`src/rtl/core/irsc_pkg.sv`:
```
// shared types and constants for the min/max and sortedness checker
`timescale 1ns / 1ps

package irsc_pkg;

  localparam int unsigned DATA_W = 32;

  typedef logic signed [DATA_W-1:0] sample_t;
  typedef logic [DATA_W-1:0]        count_t;

  localparam sample_t MISS_MARK = {1'b1, {(DATA_W-1){1'b0}}};
  localparam count_t  COUNT_MAX = {DATA_W{1'b1}};

  typedef enum logic {
    KIND_KEPT    = 1'b0,
    KIND_SUMMARY = 1'b1
  } kind_t;

  typedef struct packed {
    kind_t   kind;
    sample_t kept_value;
    sample_t min_value;
    sample_t max_value;
    count_t  missing_count;
    logic    out_of_order;
    logic    run_end;
  } result_t;

endpackage

```
`src/rtl/core/irsc_if.sv`:
```
// channel interfaces: input samples, results and configuration writes
`timescale 1ns / 1ps

interface irsc_in_if;
  import irsc_pkg::*;
  logic    valid;
  logic    ready;
  sample_t sample;
  logic    final_item;
  modport source (output valid, output sample, output final_item, input ready);
  modport sink   (input valid, input sample, input final_item, output ready);
endinterface

interface irsc_out_if;
  import irsc_pkg::*;
  logic    valid;
  logic    ready;
  kind_t   kind;
  sample_t kept_value;
  sample_t min_value;
  sample_t max_value;
  count_t  missing_count;
  logic    out_of_order;
  logic    run_end;
  modport source (output valid, output kind, output kept_value, output min_value,
                  output max_value, output missing_count, output out_of_order,
                  output run_end, input ready);
  modport sink   (input valid, input kind, input kept_value, input min_value,
                  input max_value, input missing_count, input out_of_order,
                  input run_end, output ready);
endinterface

interface irsc_cfg_if;
  logic valid;
  logic ready;
  logic descending_order;
  modport source (output valid, output descending_order, input ready);
  modport sink   (input valid, input descending_order, output ready);
endinterface

```
`src/rtl/core/int_range_sortcheck_compact_top.sv`:
```
// top level: streaming min/max, missing count, order check and compaction
//
// in_ch carries one signed sample and a final_item flag per item. a sample
// equal to the missing marker is dropped and counted; any other sample is
// passed out as a kept item. the item flagged final_item closes the stream:
// after its kept item, if any, a summary item follows with min, max,
// saturating missing count and the order flag, and all stream state clears.
// cfg_ch writes descending_order (always ready); write it while idle.
// results go through a four-entry output queue and leave it in order; a
// summary that follows a kept item of the same input comes straight after
// it. one item is accepted per cycle while the queue holds at most two
// results, so with an open receiver the rate is one item per cycle while the
// queue keeps that room; a final item with a kept value puts two results
// into the queue, which drain one per cycle. when the receiver stalls, the
// queue fills and in_ch.ready drops until two results fit again.
// rst_n (synchronous, active low) empties the queue, clears stream state
// and sets descending_order to 0.
`timescale 1ns / 1ps

module int_range_sortcheck_compact_top (
  input  logic       clk,
  input  logic       rst_n,
  irsc_in_if.sink    in_ch,
  irsc_cfg_if.sink   cfg_ch,
  irsc_out_if.source out_ch
);
  import irsc_pkg::*;

  localparam int unsigned QDEPTH = 4;
  localparam int unsigned PTR_W  = $clog2(QDEPTH);

  logic    desc_r;
  logic    seen_r, seen_nxt;
  sample_t min_r, min_nxt;
  sample_t max_r, max_nxt;
  sample_t prev_r, prev_nxt;
  count_t  miss_r, miss_nxt;
  logic    broken_r, broken_nxt;

  result_t            queue_r [QDEPTH];
  logic [PTR_W-1:0]   wr_ptr_r, rd_ptr_r;
  logic [PTR_W:0]     cnt_r;

  logic    accept, pop, kept;
  logic [1:0] n_push;
  result_t kept_res, sum_res;

  assign in_ch.ready  = (cnt_r <= (PTR_W+1)'(QDEPTH - 2));
  assign cfg_ch.ready = 1'b1;
  assign accept = in_ch.valid && in_ch.ready;
  assign pop    = out_ch.valid && out_ch.ready;
  assign kept   = (in_ch.sample != MISS_MARK);

  always_comb begin
    seen_nxt   = seen_r;
    min_nxt    = min_r;
    max_nxt    = max_r;
    prev_nxt   = prev_r;
    miss_nxt   = miss_r;
    broken_nxt = broken_r;
    if (!kept) begin
      if (miss_r != COUNT_MAX) begin
        miss_nxt = miss_r + count_t'(1);
      end
    end else begin
      if (!seen_r) begin
        min_nxt = in_ch.sample;
        max_nxt = in_ch.sample;
      end else begin
        if (in_ch.sample < min_r) begin
          min_nxt = in_ch.sample;
        end else if (max_r < in_ch.sample) begin
          max_nxt = in_ch.sample;
        end
        // equal neighbours never break the order
        if (desc_r ? (prev_r < in_ch.sample) : (in_ch.sample < prev_r)) begin
          broken_nxt = 1'b1;
        end
      end
      prev_nxt = in_ch.sample;
      seen_nxt = 1'b1;
    end
  end

  always_comb begin
    kept_res               = '0;
    kept_res.kind          = KIND_KEPT;
    kept_res.kept_value    = in_ch.sample;
    kept_res.run_end       = !in_ch.final_item;
    sum_res                = '0;
    sum_res.kind           = KIND_SUMMARY;
    sum_res.min_value      = min_nxt;
    sum_res.max_value      = max_nxt;
    sum_res.missing_count  = miss_nxt;
    sum_res.out_of_order   = broken_nxt;
    sum_res.run_end        = 1'b1;
    n_push = 2'(kept) + 2'(in_ch.final_item);
    if (!accept) begin
      n_push = 2'd0;
    end
  end

  always_ff @(posedge clk) begin
    if (!rst_n) begin
      desc_r   <= 1'b0;
      seen_r   <= 1'b0;
      min_r    <= MISS_MARK;
      max_r    <= MISS_MARK;
      prev_r   <= '0;
      miss_r   <= '0;
      broken_r <= 1'b0;
      wr_ptr_r <= '0;
      rd_ptr_r <= '0;
      cnt_r    <= '0;
    end else begin
      if (cfg_ch.valid) begin
        desc_r <= cfg_ch.descending_order;
      end
      if (accept) begin
        if (in_ch.final_item) begin
          // summary closes the stream
          seen_r   <= 1'b0;
          min_r    <= MISS_MARK;
          max_r    <= MISS_MARK;
          prev_r   <= '0;
          miss_r   <= '0;
          broken_r <= 1'b0;
        end else begin
          seen_r   <= seen_nxt;
          min_r    <= min_nxt;
          max_r    <= max_nxt;
          prev_r   <= prev_nxt;
          miss_r   <= miss_nxt;
          broken_r <= broken_nxt;
        end
      end
      wr_ptr_r <= wr_ptr_r + PTR_W'(n_push);
      if (pop) begin
        rd_ptr_r <= rd_ptr_r + PTR_W'(1);
      end
      cnt_r <= cnt_r + (PTR_W+1)'(n_push) - (PTR_W+1)'(pop);
    end
  end

  // queue payload, no reset needed
  always_ff @(posedge clk) begin
    if (accept) begin
      if (kept) begin
        queue_r[wr_ptr_r] <= kept_res;
      end
      if (in_ch.final_item) begin
        queue_r[wr_ptr_r + PTR_W'(kept)] <= sum_res;
      end
    end
  end

  assign out_ch.valid         = (cnt_r != '0);
  assign out_ch.kind          = queue_r[rd_ptr_r].kind;
  assign out_ch.kept_value    = queue_r[rd_ptr_r].kept_value;
  assign out_ch.min_value     = queue_r[rd_ptr_r].min_value;
  assign out_ch.max_value     = queue_r[rd_ptr_r].max_value;
  assign out_ch.missing_count = queue_r[rd_ptr_r].missing_count;
  assign out_ch.out_of_order  = queue_r[rd_ptr_r].out_of_order;
  assign out_ch.run_end       = queue_r[rd_ptr_r].run_end;

endmodule

```
`src/flat_wrapper.sv`:
```
// flat-port wrapper written by rule: the top's interface ports become plain ports
module int_range_sortcheck_compact_top_flat import irsc_pkg::*;
  (clk, rst_n, in_ch_valid, in_ch_sample, in_ch_final_item, in_ch_ready, cfg_ch_valid, cfg_ch_descending_order, cfg_ch_ready, out_ch_valid, out_ch_kind, out_ch_kept_value, out_ch_min_value, out_ch_max_value, out_ch_missing_count, out_ch_out_of_order, out_ch_run_end, out_ch_ready);
  irsc_in_if in_ch_i ();
  irsc_cfg_if cfg_ch_i ();
  irsc_out_if out_ch_i ();
  input  logic clk;
  input  logic rst_n;
  input wire logic [$bits(in_ch_i.valid)-1:0] in_ch_valid;
  input wire logic [$bits(in_ch_i.sample)-1:0] in_ch_sample;
  input wire logic [$bits(in_ch_i.final_item)-1:0] in_ch_final_item;
  output wire logic [$bits(in_ch_i.ready)-1:0] in_ch_ready;
  input wire logic [$bits(cfg_ch_i.valid)-1:0] cfg_ch_valid;
  input wire logic [$bits(cfg_ch_i.descending_order)-1:0] cfg_ch_descending_order;
  output wire logic [$bits(cfg_ch_i.ready)-1:0] cfg_ch_ready;
  output wire logic [$bits(out_ch_i.valid)-1:0] out_ch_valid;
  output wire logic [$bits(out_ch_i.kind)-1:0] out_ch_kind;
  output wire logic [$bits(out_ch_i.kept_value)-1:0] out_ch_kept_value;
  output wire logic [$bits(out_ch_i.min_value)-1:0] out_ch_min_value;
  output wire logic [$bits(out_ch_i.max_value)-1:0] out_ch_max_value;
  output wire logic [$bits(out_ch_i.missing_count)-1:0] out_ch_missing_count;
  output wire logic [$bits(out_ch_i.out_of_order)-1:0] out_ch_out_of_order;
  output wire logic [$bits(out_ch_i.run_end)-1:0] out_ch_run_end;
  input wire logic [$bits(out_ch_i.ready)-1:0] out_ch_ready;
  assign in_ch_i.valid = in_ch_valid;
  assign in_ch_i.sample = in_ch_sample;
  assign in_ch_i.final_item = in_ch_final_item;
  assign in_ch_ready = in_ch_i.ready;
  assign cfg_ch_i.valid = cfg_ch_valid;
  assign cfg_ch_i.descending_order = cfg_ch_descending_order;
  assign cfg_ch_ready = cfg_ch_i.ready;
  assign out_ch_valid = out_ch_i.valid;
  assign out_ch_kind = out_ch_i.kind;
  assign out_ch_kept_value = out_ch_i.kept_value;
  assign out_ch_min_value = out_ch_i.min_value;
  assign out_ch_max_value = out_ch_i.max_value;
  assign out_ch_missing_count = out_ch_i.missing_count;
  assign out_ch_out_of_order = out_ch_i.out_of_order;
  assign out_ch_run_end = out_ch_i.run_end;
  assign out_ch_i.ready = out_ch_ready;
  int_range_sortcheck_compact_top u_core (.clk(clk), .rst_n(rst_n), .in_ch(in_ch_i), .cfg_ch(cfg_ch_i), .out_ch(out_ch_i));
endmodule
```
`config.mk`:
```
export PLATFORM = sky130hd
export DESIGN_NAME = int_range_sortcheck_compact_top_flat
export DESIGN_NICKNAME = d
export VERILOG_FILES = /design/src/rtl/core/irsc_pkg.sv /design/src/rtl/core/irsc_if.sv /design/src/rtl/core/int_range_sortcheck_compact_top.sv /design/src/flat_wrapper.sv
export SDC_FILE = /design/constraint.sdc
export NUM_CORES = 1
export LEC_CHECK = 0
export ABC_CLOCK_PERIOD_IN_PS = 11010
export CORE_MARGIN = 4
export CORE_UTILIZATION = 45
export DETAILED_ROUTE_END_ITERATION = 7
export DONT_BUFFER_PORTS = 1
export GPL_TIMING_DRIVEN = 0
export SYNTH_ARGS = -nofsm -noshare
export SYNTH_HDL_FRONTEND = slang
export SYNTH_SLANG_ARGS = --single-unit
```
`constraint.sdc`:
```
create_clock -name clk -period 11.01 [get_ports clk]
set_clock_uncertainty 0.15 [all_clocks]
set_input_delay 1.6515 -clock clk [delete_from_list [all_inputs] [get_ports clk]]
set_output_delay 1.6515 -clock clk [all_outputs]
set_load 0.005 [all_outputs]
```
==> out/summary.log, run 1 <==
INFO  cts            cts_tree=done
INFO  sta            timing.setup.tns=0ns
INFO  worst_hold_path hold_class=reg2reg
INFO  cts            post_cts_setup_buffers=0
INFO  routing        drc_errors=0
INFO  routing        drt_first_pass_iters=6
INFO  die            effective_utilization_at_floorplan=45.5%
INFO  die            placementRows=95
INFO  sta            timing.final.crit_share=55.9%
INFO  sta            timing_hold_violations_final=0
INFO  routing        via_count=21.9k
INFO  routing        detailed_route_wire_length_per_cell=24.1um
INFO  finish         drive_above_1_share=10.3%
INFO  routing        avgViaCountPerCell=5.88
INFO  global_routing grt_max_degree=52
INFO  sta            final_period_minus_worst_setup_slack=6.16ns
INFO  placement      dpl_worst_slack=4.34ns
INFO  pwr            ir_drop=0.138mV
INFO  worst_setup_path timing_worst_setup_path_type=in2reg
INFO  global_routing grt-ovfl-total=0
INFO  yosys          syn_nets=2863
INFO  sta            max_slew.worst_pin.slew=1.43ns
INFO  yosys          yosys_register_bits=664
INFO  sta            setup_repair_after_global_routing_missed_its_margin=false
INFO  global_routing antenna_found_initial=0
INFO  yosys          proportion_of_netlist_area_held_by_the_largest_area_contributor=38.0%
INFO  yosys          synth_edf_count=388
INFO  sta            max_clock_freq=162MHz
INFO  cts            ctsRootBufferMaster=clkbuf_16
INFO  global_routing number_of_global_route_vias_before_repair=21.7k
INFO  routing        detail-route-antenna-nets=0
INFO  cts            buffers_from_clock_root_to_sink_at_most=3
INFO  yosys          synthDistinctLibCells=64
INFO  placement      placer_s_final_routability_congestion_estimate=0.906
INFO  yosys          postSynthCellCount=2721
INFO  sta            drv_slew=0
INFO  pwr            power=7.83mW
INFO  cts            cts.sinks=664
INFO  die            coreArea=67300squm
INFO  die            io-pin-count=173
INFO  sta            worst_slack=4.85ns
INFO  cts            clkTransAtPathRegs=0.06ns
INFO  worst_setup_path start_kind=input pin
INFO  yosys          synth.cell_area=30600squm
INFO  placement      dpl.hpwl=61.7mm
INFO  cts            ctsHoldBuffers=0
INFO  pwr            p_leak=11.8nW
INFO  finish         num-nets-final=2940
INFO  yosys          list_of_most_frequent_post_synthesis_cells=420 x nor2_1, 388 x edfxtp_1, 327 x nand2_1, 276 x dfxtp_1, 177 x a21oi_1
INFO  routing        drt_iter0_drc=1949
INFO  finish         syn_to_final_growth=11.9%
INFO  sta            hold-worst-slack=0.300ns
INFO  cts            insertion_delay=0.62ns
INFO  die            fp.dieH=269um
INFO  cts            h-tree-depth=3
INFO  yosys          synth_warnings=0
INFO  die            die_outline_area=72300squm
INFO  die            die-width=269um
INFO  worst_setup_path critical_path_required=11.16ns
INFO  finish         final_cell_area=34300squm
INFO  sta            slew_headroom=3.89%
INFO  finish         antenna_cells_inserted=0
INFO  yosys          netlist_top_cells_area=edfxtp_1 38%, dfxtp_1 18%, mux4_2 9.6%
INFO  placement      post_dp_cell_area=31900squm
INFO  sta            setup_viol=0
INFO  worst_setup_path critical_path.endpoint_type=register
INFO  worst_setup_path critical_path_arrival=6.31ns
INFO  global_routing grt_pass1_wl=133mm
INFO  cts            cts_made_buffers=71
INFO  cts            cts_resized=0
INFO  pwr            powerDensity=229nW/um^2
INFO  finish         final.fill_count=5903
INFO  yosys          synthFlopType=edfxtp_1
INFO  yosys          asyncSetResetFlopFracSynth=0%
INFO  yosys          yosysSeqAreaShare=56.1%
INFO  worst_setup_path crit_path_max_fanout=51
INFO  yosys          post_synth.cell_area_avg=11.3squm
INFO  outcome        run_status=finished, final reports clean
INFO  placement      io_buffers=0
INFO  global_routing gr-usage-all-layers=24.4%
INFO  routing        drt-total-wl=89.9mm
INFO  yosys          yosys.cell_count.top_type=nor2_1
INFO  run            max-cap-violations=0
INFO  yosys          netlist.top_cell.by_area=edfxtp_1
registers in the layout, indices dropped and copies added (netlist names), 2 cells and up, named ones only:
signal / cells
u_core.max_r: 32
u_core.min_r: 32
u_core.cnt_r: 3
u_core.queue_r: 524
u_core.miss_r: 32
u_core.rd_ptr_r: 2
u_core.wr_ptr_r: 2
u_core.prev_r: 32
per-layer routing:
metal | routed length (um) | up-vias | global-route usage, %
met5 | 0 | - | 0
li1 | - | 9926 | -
met3 | 6880 | 173 | 4.45
met1 | 36700 | 10950 | 32.5
met2 | 43400 | 887 | 40.3
met4 | 2990 | 0 | 8.86
cells by family after synthesis:
| kind of cell | count (synthesis) | synth area share (%) |
|---|---|---|
| mux | 202 | 12.2 |
| buf+inv | 296 | 3.80 |
| other cells | 1 | 0.0122 |
| compound gates | 378 | 7.68 |
| simple gates | 1037 | 14.8 |
| xor+xnor | 40 | 1.19 |
| flops | 664 | 56.1 |
| fa+ha+maj | 103 | 4.23 |
stage by stage:
| stage | instances | util (%) |
|---|---|---|
| global route | 3728 | 50.9 |
| CTS | 3728 | 50.9 |
| detailed placement | 3598 | 47.4 |
| finish | 3728 | 50.9 |
| global placement | 3594 | 47.1 |
| floorplan | 2721 | - |
layout by cell type, fill, tap and decap left out, types with 51 or more instances in the layout:
cell type    n
a21oi_1    177
clkbuf_1   187
clkbuf_16   76
dfxtp_1    276
edfxtp_1   388
ha_1       102
inv_1       76
mux2i_1     51
mux4_2     131
nand2_1    323
nand3_1     87
nand4_1     55
nor2_1     420
nor2b_1     52
final timing paths:
| kind | startpoint | to | slack [ns] | cells after the start |
|---|---|---|---|---|
| max | in_ch_sample[0] | u_core.queue_r[1][30] | 4.85 | 11 |
| min | u_core.queue_r[2][130] | u_core.queue_r[2][130] | 0.30 | 2 |
| max reg2reg | u_core.cnt_r[1] | u_core.queue_r[1][30] | 6.12 | 9 |
| min reg2reg | u_core.queue_r[2][130] | u_core.queue_r[2][130] | 0.30 | 2 |
power breakdown:
part / switching, mW / total (mW) / leakage, nW / internal (mW)
clock network: 1.00 / 2.48 / 1.17 / 1.48
logic: 1.19 / 1.95 / 4.98 / 0.760
registers: 0.203 / 3.40 / 5.63 / 3.20
critical path, cell delays in order:
cell	delay [ns]
nor4_1	0.43
nand4_1	0.28
or2_1	0.33
buf_4	0.20
ha_1	0.23
xnor2_1	0.19
nand4_1	0.13
buf_1	1.04
clkbuf_1	0.61
nand2_4	0.67
buf_16	0.44
area by class of cell:
cell class                      instances  area, sq um  area share (%)
Timing Repair Buffer                    4          110           0.321
Multi-Input combinational cell       1761        12300            35.9
Clock inverter                         34          389            1.14
Buffer                                220          877            2.56
Inverter                               76          285           0.833
Clock buffer                           96         2020            5.89
Sequential cell                       664        17200            50.1
Tap cell                              873         1090            3.19
Power figures use the tool's default switching activity.
==> inputs of run 2 (changes only) <==
--- a/config.mk
+++ b/config.mk
@@ -5,7 +5,7 @@
 export SDC_FILE = /design/constraint.sdc
 export NUM_CORES = 1
 export LEC_CHECK = 0
-export ABC_CLOCK_PERIOD_IN_PS = 11010
+export ABC_CLOCK_PERIOD_IN_PS = 5500
 export CORE_MARGIN = 4
 export CORE_UTILIZATION = 45
 export DETAILED_ROUTE_END_ITERATION = 7
==> constraint.sdc (replaced) <==
create_clock -name clk -period 5.5 [get_ports clk]
set_clock_uncertainty 0.15 [all_clocks]
set_input_delay 0.825 -clock clk [delete_from_list [all_inputs] [get_ports clk]]
set_output_delay 0.825 -clock clk [all_outputs]
set_load 0.005 [all_outputs]
==> run 2 against run 1 <==
Final cell count unchanged. Combinational power increased by 100%. Clock-buffer cell count unchanged. Sequential power increased by 100%. Die area unchanged. Flip-flop and latch count unchanged. Highest routed layer unchanged.
==> out/summary.log, run 2 (synthesis gave the netlist of run 1 again) <==
INFO  outcome        run_status=finished, final reports clean
INFO  pwr            ir_drop=0.276mV [+100%]
INFO  pwr            power=15.7mW [+100%]
INFO  routing        drc_errors=0 [unchanged]
INFO  cts            h-tree-depth=3 [unchanged]
INFO  cts            cts.sinks=664 [unchanged]
INFO  cts            ctsHoldBuffers=0 [unchanged]
INFO  global_routing number_of_global_route_vias_before_repair=21.7k [+0.051%]
INFO  sta            slew_headroom=3.17% [-0.72 points]
INFO  worst_setup_path regToRegSetupSlack=0.67ns [-5.45 ns]
INFO  finish         mostFrequentLayoutCells=420 x nor2_1, 388 x edfxtp_1, 323 x nand2_1, 276 x dfxtp_1, 187 x clkbuf_1
INFO  finish         finish.utilization=50.9% [unchanged]
INFO  global_routing antenna_found_initial=0 [unchanged]
INFO  cts            buffers_from_clock_root_to_sink_at_most=3 [unchanged]
INFO  sta            max_clock_freq=188MHz
INFO  finish         number_of_flip_flops_under_the_largest_register_name=524 [unchanged]
INFO  finish         final.fill_count=5903 [unchanged]
INFO  pwr            powerDensity=458nW/um^2 [+100%]
INFO  sta            final_period_minus_worst_setup_slack=5.31ns
INFO  worst_setup_path critical_path_arrival=5.47ns [-0.84 ns]
INFO  sta            drv_slew=0 [unchanged]
INFO  routing        detailed_route_wire_length_per_cell=24.1um [about the same]
INFO  placement      placed_cells_incl_taps=3598 [unchanged]
INFO  global_routing grt-ovfl-total=0 [unchanged]
INFO  placement      dpl.hpwl=61.7mm [unchanged]
INFO  worst_setup_path ff2ff_path_depth=9 [unchanged]
INFO  finish         syn_to_final_growth=11.9% [unchanged]
INFO  finish         num-nets-final=2940 [unchanged]
INFO  placement      io_buffers=0 [unchanged]
INFO  worst_setup_path timing_worst_setup_path_type=in2reg
INFO  placement      dpl_worst_slack=-0.341ns [-4.68 ns]
INFO  run            max-cap-violations=0 [unchanged]
INFO  finish         antenna_cells_inserted=0 [unchanged]
INFO  worst_setup_path critical_path.cell_chain=nor4_1 > nand4_1 > or2_1 > buf_4 > ha_1 > xnor2_1 > nand4_1 > buf_1 > clkbuf_1 > nand2_4 > buf_16
INFO  die            effective_utilization_at_floorplan=45.5% [unchanged]
INFO  routing        drt-total-wl=89.9mm [about the same]
INFO  die            die_outline_area=72300squm [unchanged]
INFO  die            die-width=269um [unchanged]
INFO  routing        via_count=22.0k [+0.15%]
INFO  finish         multiInputGateArea=12300squm [unchanged]
INFO  routing        avgViaCountPerCell=5.89 [+0.15%]
INFO  sta            setup_viol=0 [unchanged]
INFO  finish         drive_above_1_share=10.3% [unchanged]
INFO  global_routing grt_max_degree=52 [unchanged]
INFO  sta            max_slew.worst_pin.slew=1.44ns [+0.0108 ns]
INFO  die            io-pin-count=173 [unchanged]
INFO  worst_setup_path critical_path.endpoint_type=register
INFO  die            placementRows=95 [unchanged]
INFO  cts            ctsRootBufferMaster=clkbuf_16
INFO  cts            cts_made_buffers=71 [unchanged]
INFO  global_routing grt_pass1_wl=133mm [about the same]
INFO  pwr            p_leak=11.8nW [unchanged]
INFO  finish         registers.top_by_ff_count=u_core.queue_r
INFO  finish         instances_no_fill=3728 [unchanged]
INFO  sta            timing.final.crit_share=96.6%
INFO  worst_setup_path cpPeakStageDelay=1.03ns [about the same]
INFO  worst_setup_path critical_path_required=5.66ns [-5.50 ns]
INFO  global_routing gr-usage-all-layers=24.4% [unchanged]
INFO  worst_hold_path hold_class=in2reg
INFO  worst_setup_path timing.critical_path.mode_cell=nand4_1
INFO  routing        drt_first_pass_iters=7 [+1]
INFO  finish         final_cell_area=34300squm [unchanged]
INFO  sta            worst_slack=0.188ns [-4.67 ns]
INFO  sta            setup_repair_after_global_routing_missed_its_margin=false
INFO  finish         area_of_all_sequential_standard_cells=17200squm [unchanged]
INFO  finish         mostFrequentLayoutCell=nor2_1
INFO  worst_setup_path start_kind=input pin
INFO  worst_setup_path crit_path_max_fanout=51 [unchanged]
INFO  cts            clkTransAtPathRegs=0.05ns [about the same]
INFO  die            coreArea=67300squm [unchanged]
INFO  cts            post_cts_setup_buffers=0 [unchanged]
INFO  placement      placer_s_final_routability_congestion_estimate=0.906 [unchanged]
INFO  cts            insertion_delay=0.62ns [about the same]
INFO  routing        detail-route-antenna-nets=0 [unchanged]
INFO  cts            cts_tree=done
INFO  cts            cts_resized=0 [unchanged]
INFO  worst_setup_path crit_slowest_cell=buf_1
INFO  die            fp.dieH=269um [unchanged]
INFO  placement      post_dp_cell_area=31900squm [unchanged]
INFO  sta            timing_hold_violations_final=0 [unchanged]
INFO  routing        drt_iter0_drc=1826 [-6.3%]
INFO  worst_hold_path whs_path_depth=2 [unchanged]
==> run 2: cell counts in the layout (fill, tap and decap cells not counted) <==
Identical to the previous run, type by type.
==> run 2: critical path, delay by kind of cell <==
family	cells	cell delay [ns]
xor gates and xnor gates	1	0.19
adders and majority gates	1	0.23
buffers and inverters	4	2.30
and+or+nand+nor	5	1.82
==> run 2: through the flow <==
step | hold slack (ns) | setup TNS (ns)
floorplan | 0.268 | 0
global placement | 0.278 | -1288.71
detailed placement | 0.287 | -32.98
CTS | 0.215 | 0
global route | 0.236 | 0
finish | 0.241 | 0
==> run 2: cell type report <==
cell class	instances	area share, %
sequential	664	50.1
tap	873	3.19
clock buffer	96	5.89
buffer	220	2.56
timing repair buffer	4	0.321
multi-input combinational	1761	35.9
inverter	76	0.833
clock inverter	34	1.14
==> run 2: where the power goes <==
part / switching, mW / internal (mW)
Clock: 2.00 / 2.96
Sequential: 0.408 / 6.40
Combinational: 2.39 / 1.52
==> run 2: worst paths after layout <==
check,from,end
worst max register to register,u_core.cnt_r[1],u_core.queue_r[1][30]
worst min-delay path,cfg_ch_descending_order,u_core.desc_r
worst min register to register,u_core.queue_r[2][130],u_core.queue_r[2][130]
worst max-delay path,in_ch_sample[0],u_core.queue_r[1][30]
==> run 2: layer usage <==
metal | wire length, um | global-route usage (%) | vias up
li1 | - | - | 9921
met1 | 36400 | 32.5 | 10982
met2 | 43400 | 40.3 | 900
met3 | 7180 | 4.46 | 166
met4 | 2930 | 8.87 | 0
met5 | 0 | 0 | -
==> inputs of run 3 (changes only) <==
--- a/config.mk
+++ b/config.mk
@@ -5,6 +5,7 @@
 export SDC_FILE = /design/constraint.sdc
 export NUM_CORES = 1
 export LEC_CHECK = 0
+export ABC_AREA = 1
 export ABC_CLOCK_PERIOD_IN_PS = 5500
 export CORE_MARGIN = 4
 export CORE_UTILIZATION = 45
==> run 3 against run 2 <==
The flow now finishes with violations (max-capacitance violations, max-slew violations). Final cell count up 21%. Sequential share of layout area down 0.25 points. Sequential power down 1%. Core utilization about the same. Global-route usage up 2.3 points. Routed wire length up 12%. Critical endpoint is now u_core.queue_r[2][49]. Flip-flop and latch count unchanged. Critical path depth up 2. Synthesized cell count up 29%.
==> out/summary.log, run 3 <==
INFO  outcome        run_status=finished, violations left
INFO  outcome        violations=max-capacitance violations, max-slew violations
INFO  worst_setup_path critical_path.cell_chain=nor4_1 > nand4_1 > nor2_2 > inv_2 > clkbuf_1 > ha_1 > xnor2_1 > nor3_1 > inv_1 > clkbuf_1 > clkbuf_1 > nand2_8 > buf_16
INFO  global_routing gr-usage-all-layers=26.7% [+2.3 points]
INFO  worst_setup_path path_delay_family=buffers and inverters
INFO  routing        via_count=25.6k [+16%]
INFO  pwr            ir_drop=0.307mV [+11%]
INFO  sta            hold-worst-slack=0.162ns [-0.0782 ns]
INFO  worst_setup_path crit_path_max_fanout=94 [+84%]
INFO  worst_setup_path start_kind=input pin
INFO  yosys          synth_edf_count=388 [unchanged]
INFO  worst_setup_path timing.critical_path.from=in_ch_sample[24]
INFO  yosys          netlist.top_cell.by_area=edfxtp_1
INFO  cts            clkTransAtPathRegs=0.06ns [about the same]
INFO  routing        detail-route-antenna-nets=0 [unchanged]
INFO  global_routing antenna_found_initial=2 [+2]
INFO  sta            slew_headroom=-0.0745% [-3.2 points]
INFO  worst_setup_path critical_path_cell_count=13 [+2]
INFO  routing        drt-total-wl=100mm [+12%]
INFO  worst_setup_path crit_slowest_cell=clkbuf_1
INFO  yosys          yosysSeqAreaShare=55.6% [-0.50 points]
INFO  run            max-cap-violations=1 [+1]
INFO  die            io-pin-count=173 [unchanged]
INFO  worst_setup_path timing.critical_path.mode_cell=clkbuf_1
INFO  finish         final_cell_area=34400squm [+0.50%]
INFO  finish         mostFrequentLayoutCells=705 x nor2_1, 449 x nand2_1, 388 x edfxtp_1, 384 x o21ai_0, 312 x a21oi_1
INFO  die            placementRows=95 [unchanged]
INFO  cts            ctsRootBufferMaster=clkbuf_16
INFO  yosys          yosys_register_bits=664 [unchanged]
INFO  global_routing number_of_global_route_vias_before_repair=23.7k [+9.5%]
INFO  sta            timing_hold_violations_final=0 [unchanged]
INFO  cts            h-tree-depth=3 [unchanged]
INFO  sta            worst_slack=0.0565ns [-0.132 ns]
INFO  cts            cts.sinks=664 [unchanged]
INFO  worst_setup_path crit_buf_inv=6 [+2]
INFO  cts            post_cts_setup_buffers=0 [unchanged]
INFO  die            coreArea=67600squm [+0.53%]
INFO  finish         num-nets-final=3724 [+27%]
INFO  pwr            powerDensity=451nW/um^2 [-1.4%]
INFO  finish         mostFrequentLayoutCell=nor2_1
INFO  worst_hold_path timing.hold.worst.start=rst_n
INFO  worst_setup_path cpPeakStageDelay=0.97ns [-0.06 ns]
INFO  pwr            switching_share=34.3% [+3.7 points]
INFO  yosys          synthFlopType=edfxtp_1
INFO  finish         number_of_flip_flops_under_the_largest_register_name=524 [unchanged]
INFO  yosys          postSynthCellCount=3508 [+29%]
INFO  routing        detailed_route_wire_length_per_cell=22.3um [-7.7%]
INFO  yosys          synth_warnings=0 [unchanged]
INFO  sta            max_slew.worst_pin.slew=1.50ns [+0.0619 ns]
INFO  routing        avgViaCountPerCell=5.67 [-3.9%]
INFO  placement      placer_s_final_routability_congestion_estimate=0.903 [-0.27%]
INFO  pwr            power.share.sequential=43.3% [about the same]
INFO  sta            setup_viol=0 [unchanged]
INFO  pwr            power_switching=5.33mW [+11%]
INFO  worst_setup_path critical_path_arrival=5.51ns [+0.04 ns]
INFO  worst_setup_path critical_path.endpoint_type=register
INFO  routing        drt_iter0_drc=2767 [+52%]
INFO  die            effective_utilization_at_floorplan=45.7% [+0.17 points]
INFO  routing        drc_errors=0 [unchanged]
INFO  cts            cts_tree=done
INFO  yosys          list_of_most_frequent_post_synthesis_cells=705 x nor2_1, 453 x nand2_1, 388 x edfxtp_1, 384 x o21ai_0, 312 x a21oi_1
INFO  pwr            internal_power=10.2mW [-6.2%]
INFO  worst_setup_path timing_worst_setup_path_type=in2reg
INFO  placement      post_dp_cell_area=32200squm [+0.98%]
INFO  yosys          synthDistinctLibCells=49 [-23%]
INFO  finish         registers.top_by_ff_count=u_core.queue_r
INFO  sta            final_period_minus_worst_setup_slack=5.44ns [+0.132 ns]
INFO  die            die_outline_area=72900squm [+0.88%]
INFO  yosys          proportion_of_netlist_area_held_by_the_largest_area_contributor=37.7% [-0.34 points]
INFO  placement      dpl.hpwl=69.4mm [+12%]
INFO  worst_hold_path whs_path_depth=2 [unchanged]
INFO  die            die-width=270um [+0.44%]
INFO  sta            max_clock_freq=184MHz [-2.4%]
INFO  yosys          synth.cell_area=30900squm [+0.90%]
INFO  global_routing grt_max_degree=95 [+83%]
INFO  pwr            combinationalPowerShare=26.1% [+1.2 points]
INFO  sta            drv_slew=10 [+10]
INFO  pwr            p_leak=12.1nW [+2.6%]
INFO  yosys          yosys.cell_count.top_type=nor2_1
INFO  yosys          syn_nets=3650 [+27%]
INFO  cts            insertion_delay=0.62ns [about the same]
INFO  yosys          asyncSetResetFlopFracSynth=0% [unchanged]
INFO  finish         syn_to_final_growth=11.4%
INFO  routing        drt_first_pass_iters=8 [+1]
INFO  worst_setup_path worstReg2RegStart=u_core.cnt_r[2]
INFO  placement      dpl_worst_slack=-0.479ns [-0.138 ns]
INFO  sta            timing.final.crit_share=99.0% [+2.4 points]
INFO  placement      io_buffers=0 [unchanged]
INFO  cts            cts_made_buffers=71 [unchanged]
INFO  yosys          netlist_top_cells_area=edfxtp_1 38%, dfxtp_1 18%, nor2_1 8.6%
INFO  pwr            pwr-share-clk=30.7% [-0.9 points]
INFO  finish         drive_above_1_share=5.25% [-5.0 points]
INFO  worst_setup_path ff2ff_path_depth=10 [+1]
INFO  worst_hold_path hold_class=in2reg
INFO  global_routing grt-ovfl-total=0 [unchanged]
INFO  cts            buffers_from_clock_root_to_sink_at_most=3 [unchanged]
INFO  yosys          post_synth.cell_area_avg=8.81squm [-22%]
INFO  worst_setup_path critical_path_required=5.57ns [-0.09 ns]
INFO  die            fp.dieH=270um [+0.44%]
INFO  global_routing grt_pass1_wl=150mm [+12%]
[run 3: cell count changes after synthesis, moves of 126 or more]
cell	delta
o21ai_0	+339
nand2_1	+126
mux4_2	-131
o22ai_1	+135
a21oi_1	+135
nor2_1	+285
[run 3: area by class of cell]
cell class | instances | area, sq um
fillers | 6345 | 33200
diodes | 2 | 5.00
well taps | 873 | 1090
clock inverters | 24 | 234
flip-flops and latches | 664 | 17200
multi-input cells | 2427 | 12200
clock buffers | 102 | 2040
plain buffers | 230 | 912
inverters | 184 | 692
repair buffers | 4 | 110
[run 3: power by group through the flow]
stage | registers (mW) | clock network (mW) | logic [mW]
2_1_floorplan | 6.74 | 0 | 2.54
3_3_place_gp | 6.84 | 0 | 3.95
3_5_place_dp | 6.80 | 0 | 4.05
4_1_cts | 6.71 | 4.81 | 4.07
5_1_grt | 6.81 | 5.03 | 4.47
6_report | 6.72 | 4.76 | 4.05
[run 3: logic make-up after synthesis]
| logic type | synth area share (%) |
|---|---|
| adders and majority gates | 4.19 |
| other | 0.0121 |
| AOI/OAI and AO/OA | 15.4 |
| DFF | 55.6 |
| xor gates and xnor gates | 0.931 |
| muxes | 0.0324 |
| and+or+nand+nor | 18.6 |
| buffers and inverters | 5.22 |
[run 3: what timing repair did]
action                                  in CTS  in global routing
endpoints found under the setup margin       3                166
hold buffers                                 0                  0
pin swaps                                    0                  0
gates resized for setup                      1                  0
[run 3: final timing paths]
path | endpoint | slack [ns]
min reg2reg | u_core.queue_r[1][130] | 0.30
max reg2reg | u_core.queue_r[2][49] | 1.18
max | u_core.queue_r[2][49] | 0.06
min | u_core.wr_ptr_r[0] | 0.16
[run 3: stage by stage]
| step | setup TNS [ns] | instances | power [mW] | utilization (%) |
|---|---|---|---|---|
| after global routing | -0.00893 | 4508 | 16.3 | 50.9 |
| after detailed placement | -131.82 | 4385 | 10.9 | 47.6 |
| after global placement | -823.78 | 4381 | 10.8 | 47.3 |
| after floorplan | 0 | 3508 | 9.28 | - |
| after CTS | 0 | 4511 | 15.6 | 50.9 |
| final | 0 | 4510 | 15.5 | 50.9 |
[run 3: layer usage]
metal	track usage, %	share of wire (%)	routed length (um)
met1	36.0	42	42400
met2	43.0	46	46500
met3	5.51	8.2	8200
met4	9.24	3.3	3290
met5	0	0	0
